## config.mk

```make
export PLATFORM = sky130hd
export DESIGN_NAME = masked_address_filter_table
export DESIGN_NICKNAME = d
export VERILOG_FILES = /design/src/rtl/maft_pkg.sv /design/src/rtl/maft_cell.sv /design/src/rtl/masked_address_filter_table.sv
export SDC_FILE = /design/constraint.sdc
export NUM_CORES = 2
export LEC_CHECK = 0
export BUFFER_PORTS_ARGS = -buffer_cell sky130_fd_sc_hd__buf_2
export CAP_MARGIN = 0
export CORE_AREA = 2 2 405 407
export DETAILED_ROUTE_END_ITERATION = 16
export DIE_AREA = 0 0 407 409
export MAX_ROUTING_LAYER = met4
export PLACE_DENSITY = 0.7
export SYNTH_ARGS = -nofsm -noshare
export SYNTH_HDL_FRONTEND = slang
export SYNTH_SLANG_ARGS = --single-unit
```

## constraint.sdc

```tcl
create_clock -name clk_i -period 8.02 [get_ports clk_i]
set_input_delay 1.604 -clock clk_i [delete_from_list [all_inputs] [get_ports clk_i]]
set_output_delay 1.604 -clock clk_i [all_outputs]
set_load 0.005 [all_outputs]
```

## src/rtl/maft_pkg.sv

```systemverilog
package maft_pkg;

  // table size and derived widths
  localparam int TableDepth = 16;
  localparam int IdxW       = (TableDepth > 1) ? $clog2(TableDepth) : 1;
  localparam int CntW       = $clog2(TableDepth + 1);
  localparam int CmpW       = (CntW > 5) ? CntW : 5;

  // fixed field widths
  localparam int CmdW    = 3;
  localparam int SlotW   = 4;
  localparam int AddrW   = 16;
  localparam int StatW   = 2;
  localparam int OutIdxW = 4;
  localparam int OutCntW = 5;

  typedef enum logic [CmdW-1:0] {
    CMD_APPEND = 3'd0,
    CMD_REMOVE = 3'd1,
    CMD_UPDATE = 3'd2,
    CMD_READ   = 3'd3,
    CMD_CLEAR  = 3'd4,
    CMD_CHECK  = 3'd5
  } cmd_e;

  typedef enum logic [StatW-1:0] {
    STAT_OK    = 2'd0,
    STAT_FULL  = 2'd1,
    STAT_RANGE = 2'd2
  } status_e;

  typedef enum logic {
    ST_IDLE,
    ST_SCAN
  } state_e;

  // one filter entry
  typedef struct packed {
    logic [AddrW-1:0] addr;
    logic [AddrW-1:0] mask;
    logic             act;
    logic             en;
  } entry_t;

  // item token that walks down the row of cells
  typedef struct packed {
    logic            valid;
    cmd_e            cmd;
    logic [SlotW-1:0] slot;
    entry_t          data;
    logic [CntW-1:0] count;
    logic            hit;
    logic            hit_act;
    logic [IdxW-1:0] hit_index;
    entry_t          rd;
  } tok_t;

endpackage

```

## src/rtl/maft_cell.sv

```systemverilog
module maft_cell (
  input  logic                       clk_i,
  input  logic                       rst_ni,
  input  logic [maft_pkg::IdxW-1:0]  index_i,
  input  maft_pkg::tok_t             tok_i,
  input  maft_pkg::entry_t           next_entry_i,
  output maft_pkg::entry_t           entry_o,
  output maft_pkg::tok_t             tok_o
);

  maft_pkg::entry_t entry_q, entry_d;
  maft_pkg::tok_t   tok_q, tok_d;

  logic [maft_pkg::CmpW-1:0] idx_c;
  logic [maft_pkg::CmpW-1:0] slot_c;
  logic [maft_pkg::CmpW-1:0] cnt_c;
  logic                      in_range;
  logic                      match;

  // position compares against the slot and the entry count
  assign idx_c    = maft_pkg::CmpW'(index_i);
  assign slot_c   = maft_pkg::CmpW'(tok_i.slot);
  assign cnt_c    = maft_pkg::CmpW'(tok_i.count);
  assign in_range = slot_c < cnt_c;

  // masked address match for lookups
  assign match = entry_q.en &&
                 ((entry_q.addr & entry_q.mask) == (tok_i.data.addr & entry_q.mask));

  // act on the item as it passes this position
  always_comb begin
    entry_d = entry_q;
    tok_d   = tok_i;
    if (tok_i.valid) begin
      unique case (tok_i.cmd)
        maft_pkg::CMD_APPEND: begin
          if (idx_c == cnt_c) entry_d = tok_i.data;
        end
        maft_pkg::CMD_REMOVE: begin
          // this and every later position takes its right neighbor; the last position keeps its own entry
          if (in_range && (idx_c >= slot_c)) entry_d = next_entry_i;
        end
        maft_pkg::CMD_UPDATE: begin
          if (in_range && (idx_c == slot_c)) entry_d = tok_i.data;
        end
        maft_pkg::CMD_READ: begin
          if (in_range && (idx_c == slot_c)) tok_d.rd = entry_q;
        end
        maft_pkg::CMD_CHECK: begin
          // first enabled match wins
          if ((idx_c < cnt_c) && match && !tok_i.hit) begin
            tok_d.hit       = 1'b1;
            tok_d.hit_act   = entry_q.act;
            tok_d.hit_index = index_i;
          end
        end
        default: begin
        end
      endcase
    end
  end

  // token register toward the next cell
  always_ff @(posedge clk_i or negedge rst_ni) begin
    if (!rst_ni) begin
      tok_q <= '0;
    end else begin
      tok_q <= tok_d;
    end
  end

  // entry storage
  always_ff @(posedge clk_i) begin
    entry_q <= entry_d;
  end

  assign entry_o = entry_q;
  assign tok_o   = tok_q;

endmodule

```

## src/rtl/masked_address_filter_table.sv

```systemverilog
// channel   direction  signals                                   handshake
// command   in         command_i slot_i group_address_i ...      start & !busy
// result    out        status_o verdict_o hit_o ... entry_count_o done_o, one cycle
// config    in         cfg_wdata_i                               cfg_we_i
//
// at accept the item is held in the launch register before it enters the first cell;
// the item walks the row of cells one position per cycle, then the result is registered.
// busy is high from the accept edge until done_o rises; a new item may start in the
// done_o cycle. the receiver cannot stall; done_o is high for one cycle, results stay until the next.
// reset clears the entry count, the default action and all control; entries are
// not cleared and are reachable only once written.
module masked_address_filter_table (
  input  logic                          clk_i,
  input  logic                          rst_ni,
  input  logic                          start,
  output logic                          busy,
  input  logic                          cfg_we_i,
  input  logic                          cfg_wdata_i,
  input  logic [maft_pkg::CmdW-1:0]     command_i,
  input  logic [maft_pkg::SlotW-1:0]    slot_i,
  input  logic [maft_pkg::AddrW-1:0]    group_address_i,
  input  logic [maft_pkg::AddrW-1:0]    address_mask_i,
  input  logic                          action_bit_i,
  input  logic                          enable_bit_i,
  output logic                          done_o,
  output logic [maft_pkg::StatW-1:0]    status_o,
  output logic                          verdict_o,
  output logic                          hit_o,
  output logic [maft_pkg::OutIdxW-1:0]  entry_index_o,
  output logic [maft_pkg::AddrW-1:0]    read_address_o,
  output logic [maft_pkg::AddrW-1:0]    read_mask_o,
  output logic                          read_action_o,
  output logic                          read_enable_o,
  output logic [maft_pkg::OutCntW-1:0]  entry_count_o
);

  maft_pkg::state_e  state_q, state_d;
  maft_pkg::status_e status_q, status_d;
  maft_pkg::tok_t    launch_q, launch_d;
  maft_pkg::tok_t    fin_tok;
  maft_pkg::cmd_e    cmd;

  logic [maft_pkg::CntW-1:0] count_q, count_d;
  logic                      default_q;
  logic                      accept;
  logic                      finish;
  logic [maft_pkg::CmpW-1:0] cnt_c;
  logic [maft_pkg::CmpW-1:0] slot_c;
  logic [maft_pkg::CmpW-1:0] idx_ext;
  logic [maft_pkg::CmpW-1:0] cnt_ext;

  logic                          done_q;
  logic [maft_pkg::StatW-1:0]    status_out_q;
  logic                          verdict_q;
  logic                          hit_q;
  logic [maft_pkg::OutIdxW-1:0]  entry_index_q;
  maft_pkg::entry_t              rd_q;
  logic [maft_pkg::OutCntW-1:0]  entry_count_q;

  maft_pkg::tok_t   tok [maft_pkg::TableDepth+1];
  maft_pkg::entry_t ent [maft_pkg::TableDepth];

  assign accept = start && (state_q == maft_pkg::ST_IDLE);
  assign busy   = (state_q != maft_pkg::ST_IDLE);
  assign cmd    = maft_pkg::cmd_e'(command_i);
  assign cnt_c  = maft_pkg::CmpW'(count_q);
  assign slot_c = maft_pkg::CmpW'(slot_i);

  // status and new count are known at accept
  always_comb begin
    count_d  = count_q;
    status_d = maft_pkg::STAT_OK;
    unique case (cmd)
      maft_pkg::CMD_APPEND: begin
        if (cnt_c >= maft_pkg::CmpW'(maft_pkg::TableDepth)) status_d = maft_pkg::STAT_FULL;
        else count_d = count_q + 1'b1;
      end
      maft_pkg::CMD_REMOVE: begin
        if (slot_c >= cnt_c) status_d = maft_pkg::STAT_RANGE;
        else count_d = count_q - 1'b1;
      end
      maft_pkg::CMD_UPDATE, maft_pkg::CMD_READ: begin
        if (slot_c >= cnt_c) status_d = maft_pkg::STAT_RANGE;
      end
      maft_pkg::CMD_CLEAR: begin
        count_d = '0;
      end
      default: begin
      end
    endcase
  end

  // token that enters the first cell
  always_comb begin
    launch_d           = '0;
    launch_d.valid     = accept;
    launch_d.cmd       = cmd;
    launch_d.slot      = slot_i;
    launch_d.data.addr = group_address_i;
    launch_d.data.mask = address_mask_i;
    launch_d.data.act  = action_bit_i;
    launch_d.data.en   = enable_bit_i;
    launch_d.count     = count_q;
  end

  // row of cells, one entry each
  assign tok[0] = launch_q;

  for (genvar g = 0; g < maft_pkg::TableDepth; g++) begin : g_cell
    maft_pkg::entry_t next_entry;
    if (g == maft_pkg::TableDepth - 1) begin : g_last
      assign next_entry = ent[g];
    end else begin : g_mid
      assign next_entry = ent[g+1];
    end
    maft_cell u_cell (
      .clk_i        (clk_i),
      .rst_ni       (rst_ni),
      .index_i      (maft_pkg::IdxW'(g)),
      .tok_i        (tok[g]),
      .next_entry_i (next_entry),
      .entry_o      (ent[g]),
      .tok_o        (tok[g+1])
    );
  end

  assign fin_tok = tok[maft_pkg::TableDepth];
  assign finish  = fin_tok.valid;

  // sequencer next state
  always_comb begin
    state_d = state_q;
    unique case (state_q)
      maft_pkg::ST_IDLE: begin
        if (start) state_d = maft_pkg::ST_SCAN;
      end
      maft_pkg::ST_SCAN: begin
        if (finish) state_d = maft_pkg::ST_IDLE;
      end
      default: state_d = maft_pkg::ST_IDLE;
    endcase
  end

  // result index: appended position or first matching position
  always_comb begin
    idx_ext = '0;
    if ((fin_tok.cmd == maft_pkg::CMD_APPEND) && (status_q == maft_pkg::STAT_OK)) begin
      idx_ext = maft_pkg::CmpW'(fin_tok.count);
    end else if ((fin_tok.cmd == maft_pkg::CMD_CHECK) && fin_tok.hit) begin
      idx_ext = maft_pkg::CmpW'(fin_tok.hit_index);
    end
  end

  assign cnt_ext = maft_pkg::CmpW'(count_q);

  // control registers
  always_ff @(posedge clk_i or negedge rst_ni) begin
    if (!rst_ni) begin
      state_q   <= maft_pkg::ST_IDLE;
      count_q   <= '0;
      default_q <= 1'b0;
      launch_q  <= '0;
      status_q  <= maft_pkg::STAT_OK;
      done_q    <= 1'b0;
    end else begin
      state_q  <= state_d;
      launch_q <= launch_d;
      done_q   <= finish;
      if (accept) begin
        count_q  <= count_d;
        status_q <= status_d;
      end
      if (cfg_we_i) default_q <= cfg_wdata_i;
    end
  end

  // result registers
  always_ff @(posedge clk_i) begin
    if (finish) begin
      status_out_q  <= status_q;
      verdict_q     <= (fin_tok.cmd == maft_pkg::CMD_CHECK) &&
                       (fin_tok.hit ? fin_tok.hit_act : default_q);
      hit_q         <= (fin_tok.cmd == maft_pkg::CMD_CHECK) && fin_tok.hit;
      entry_index_q <= idx_ext[maft_pkg::OutIdxW-1:0];
      rd_q          <= fin_tok.rd;
      entry_count_q <= cnt_ext[maft_pkg::OutCntW-1:0];
    end
  end

  assign done_o         = done_q;
  assign status_o       = status_out_q;
  assign verdict_o      = verdict_q;
  assign hit_o          = hit_q;
  assign entry_index_o  = entry_index_q;
  assign read_address_o = rd_q.addr;
  assign read_mask_o    = rd_q.mask;
  assign read_action_o  = rd_q.act;
  assign read_enable_o  = rd_q.en;
  assign entry_count_o  = entry_count_q;

endmodule
```

==> metrics.md <==
| Metric | Value |
|---|---|
| Total track usage | 19.7% |
| Hpwl dp | 108 mm |
| Worst path most repeated cell | o21ai_0 |
| Largest net degree at the start of global routing | 155 |
| Worst min path class | reg2reg |
| Initial antenna violation count | 1 |
| Slew @ Worst Pin | 1.20 ns |
| Cell variety after synth | 74 |
| Crit path DAT | 3.82 ns |
| Area of the multi-input gates | 19300 um^2 |
| Lkg Pwr | 35.2 nW |
| Fin util | 50.7% |
| Most frequent cells after synthesis | dfrtp_1, mux2_2, edfxtp_1 |
| Final Cycle Share | 38.9% |
| Max Fclk | 321 MHz |
| Core Box Area | 162000 um^2 |
| CTS Buf Count | 186 |
| Post-CTS resize count | 0 |
| CP Capture Type | flop |
| Die area | 166000 um^2 |
| First DRT Iteration DRCs | 2841 |
| Port bufs | 94 |
| Critical path class | in2reg |
| Area Growth Syn to Fin | 13.4% |
| Fin crit period | 3.12 ns |
| Gr ovfl total | 0 |
| Final hold vios | 0 |
| Die height | 409 um |
| # rows | 148 |
| Max cap viols | 0 |
| Via density | 5.17 |
| Total Wirelength | 156 mm |
| Post-synthesis cell count | 4178 |
| Sequential cell area | 52700 um^2 |
| Max incr delay on CP | 0.57 ns |
| First-pass GRT wire length | 241 mm |
| Syn Area/Cell | 17.3 um^2 |
| Worst-path clk slew | 0.07 ns |
| Slowest CP cell | nor3b_1 |
| CTS tree | yes |
| Outcome | finished clean |
| Routability cong. | 0.886 |
| Post-synthesis register bit count | 1986 |
| Top delay family on crit path | simple AND/OR/NAND/NOR gates |
| EDFF count, synth | 591 |
| Fin. max-slew vios | 0 |
| Mapped Nets | 4280 |
| Setup total negative slack | 0 ns |
| CTS sink count | 1986 |
| Initial Util | 44.7% |
| Final count of negative-setup-slack endpoints | 0 |
| Peak VDD IR | 0.232 mV |
| Vias | 35.0k |
| Top_reg_cell synth | dfrtp_1 |
| Cells along the critical path | buf_2 > nor3b_1 > inv_1 > fa_1 > nor2b_1 > o21ai_0 > nand2b_1 > xnor2_1 > o21ai_0 > a32o_1 |
| Layout cells sized above 1 | 33.8% |
| Pwr/cell area | 246 nW/um^2 |
| Async SR Flop Fraction | 70.2% |
| Register area share after synthesis | 72.7% |
| CTS H-Tree Depth | 4 |
| RSZ-0062 raised after global routing | no |
| DRT Pass-1 Iters | 7 |
| Share of the synthesized area in the top cell type | 48.2% |
| Setup crit start kind | input port |
| Top-count cell post-synth | dfrtp_1 |
| # hold bufs at CTS | 0 |
| Cell taking the most area after synthesis | dfrtp_1 |
| Final ANT Viol Nets | 0 |
| # DRC | 0 |
| Vias in the first global route | 37.4k |
| Clk_lat worst skew | 0.81 ns |
| Clock root buffer | clkbuf_16 |
| WL per Instance | 23.0 um |
| Crit path buf inv count | 2 |
| Postcts setup bufs | 0 |
| YS warnings | 0 |
| Critical Path RT | 8.72 ns |
| Fin nets | 4525 |
| Maximum fanout along the worst path | 8 |
| CTS Buffer Depth | 3 |
| Slew Limit Headroom | 19.5% |
| Final Skew | 0.0206 ns |
| Fillers | 13.1k |
| Die X | 407 um |
| Area contributors post-synth | dfrtp_1, edfxtp_1, mux2_2 |
| I/O Pins | 95 |
| Synthesized area | 72500 um^2 |
## kinds of logic after synthesis
logic type / Yosys count / synth area share (%)
flip-flops: 1986 / 72.7
multiplexers: 1041 / 16.3
AND/OR/NAND/NOR: 392 / 3.16
AO/OA/AOI/OAI: 268 / 2.72
XOR/XNOR: 258 / 3.12
buffers and inverters: 177 / 1.02
adder cells (fa/ha/maj): 56 / 0.977
## cell usage in the layout, fill, tap and decap left out, drive strengths merged, types with 8 or more instances in the layout
| cell | netlist | routed |
|---|---|---|
| inv | 80 | 90 |
| buf | 47 | 154 |
| nor3 | 26 | 26 |
| a221oi | 9 | 9 |
| a21o | 28 | 28 |
| o21ai | 26 | 26 |
| ha | 55 | 55 |
| a22o | 13 | 13 |
| clkbuf | 50 | 287 |
| clkinv | 0 | 40 |
| edfxtp | 591 | 591 |
| a22oi | 103 | 103 |
| nand4 | 25 | 25 |
| nand4b | 9 | 9 |
| mux2 | 1039 | 1039 |
| nor2b | 34 | 34 |
| bufinv | 0 | 11 |
| nor2 | 53 | 53 |
| xor2 | 256 | 256 |
| dfrtp | 1395 | 1395 |
| nand3 | 38 | 38 |
| a31oi | 8 | 8 |
| nand2 | 41 | 41 |
| or2 | 28 | 28 |
| a21oi | 26 | 26 |
| nor3b | 10 | 10 |
| nor4 | 12 | 12 |
| nand2b | 40 | 40 |
| a211oi | 10 | 10 |
| and2 | 41 | 41 |
## report_power, final
part           total (mW)  internal, mW  switching, mW
logic               0.538         0.232          0.306
registers            10.8          10.6          0.160
clock network        8.88          5.09           3.79
## final cells by class
type / count / share of cell area (%)
Clock buffer: 287 / 6.67
Clock inverter: 62 / 0.895
Sequential cell: 1986 / 64.1
Inverter: 80 / 0.365
Antenna cell: 1 / 0.00305
Multi-Input combinational cell: 2015 / 23.4
Tap cell: 2175 / 3.31
Timing Repair Buffer: 154 / 1.25
## worst register-to-register path: stages, from the launching register on
cell	delay (ns)
dfrtp_1	0.40
inv_1	0.06
ha_1	0.28
a21o_1	0.15
a21o_1	0.19
a311oi_2	0.43
nand4_4	0.81
mux2_2	0.66
## routing by layer
| layer | vias up | global-route usage [%] | wire length [um] |
|---|---|---|---|
| met2 | 744 | 31.3 | 77300 |
| met4 | 0 | 6.86 | 5550 |
| met3 | 281 | 2.78 | 5110 |
| met1 | 18300 | 25.9 | 67900 |
| li1 | 15600 | - | - |
| met5 | - | - | 0 |
## metrics by stage
step / cells / hold slack, ns / cell area (um^2) / setup WS (ns) / power [mW]
finish: 6760 / 0.365 / 82200 / 4.90 / 20.2
global route: 6760 / 0.374 / 82200 / 4.67 / 20.9
CTS: 6759 / 0.362 / 82200 / 4.89 / 20.4
detailed placement: 6410 / 0.357 / 76000 / 4.03 / 11.5
global placement: 6410 / 0.353 / 76000 / 3.98 / 11.5
floorplan: 4178 / 0.346 / 72500 / 2.57 / 11.2
## path summary, 6_finish.rpt
check / from / end / slack (ns) / cells after the start
hold / removal: g_cell[12].u_cell.tok_o[61] / g_cell[13].u_cell.tok_o[61] / 0.37 / 0
max in group asynchronous: rst_ni / g_cell[15].u_cell.tok_o[86] / 5.57 / 2
setup / recovery: command_i[2] / cnt_c[4] / 4.90 / 10
min in group asynchronous: rst_ni / g_cell[15].u_cell.tok_o[10] / 0.76 / 1
setup reg to reg: g_cell[12].u_cell.tok_o[41] / g_cell[13].u_cell.tok_o[3] / 4.91 / 7
hold reg to reg: g_cell[12].u_cell.tok_o[61] / g_cell[13].u_cell.tok_o[61] / 0.37 / 0
## registers in the layout (all words and copies together), names as in the netlist, 4 cells and up
register / flops
entry_index_o: 4
cnt_c: 5
read_mask_o: 16
read_address_o: 16
launch_q: 47
g_cell.u_cell.tok_o: 1338
g_cell.u_cell.entry_o: 544
entry_count_o: 5
Note: power is estimated with default switching activity, not from simulation.
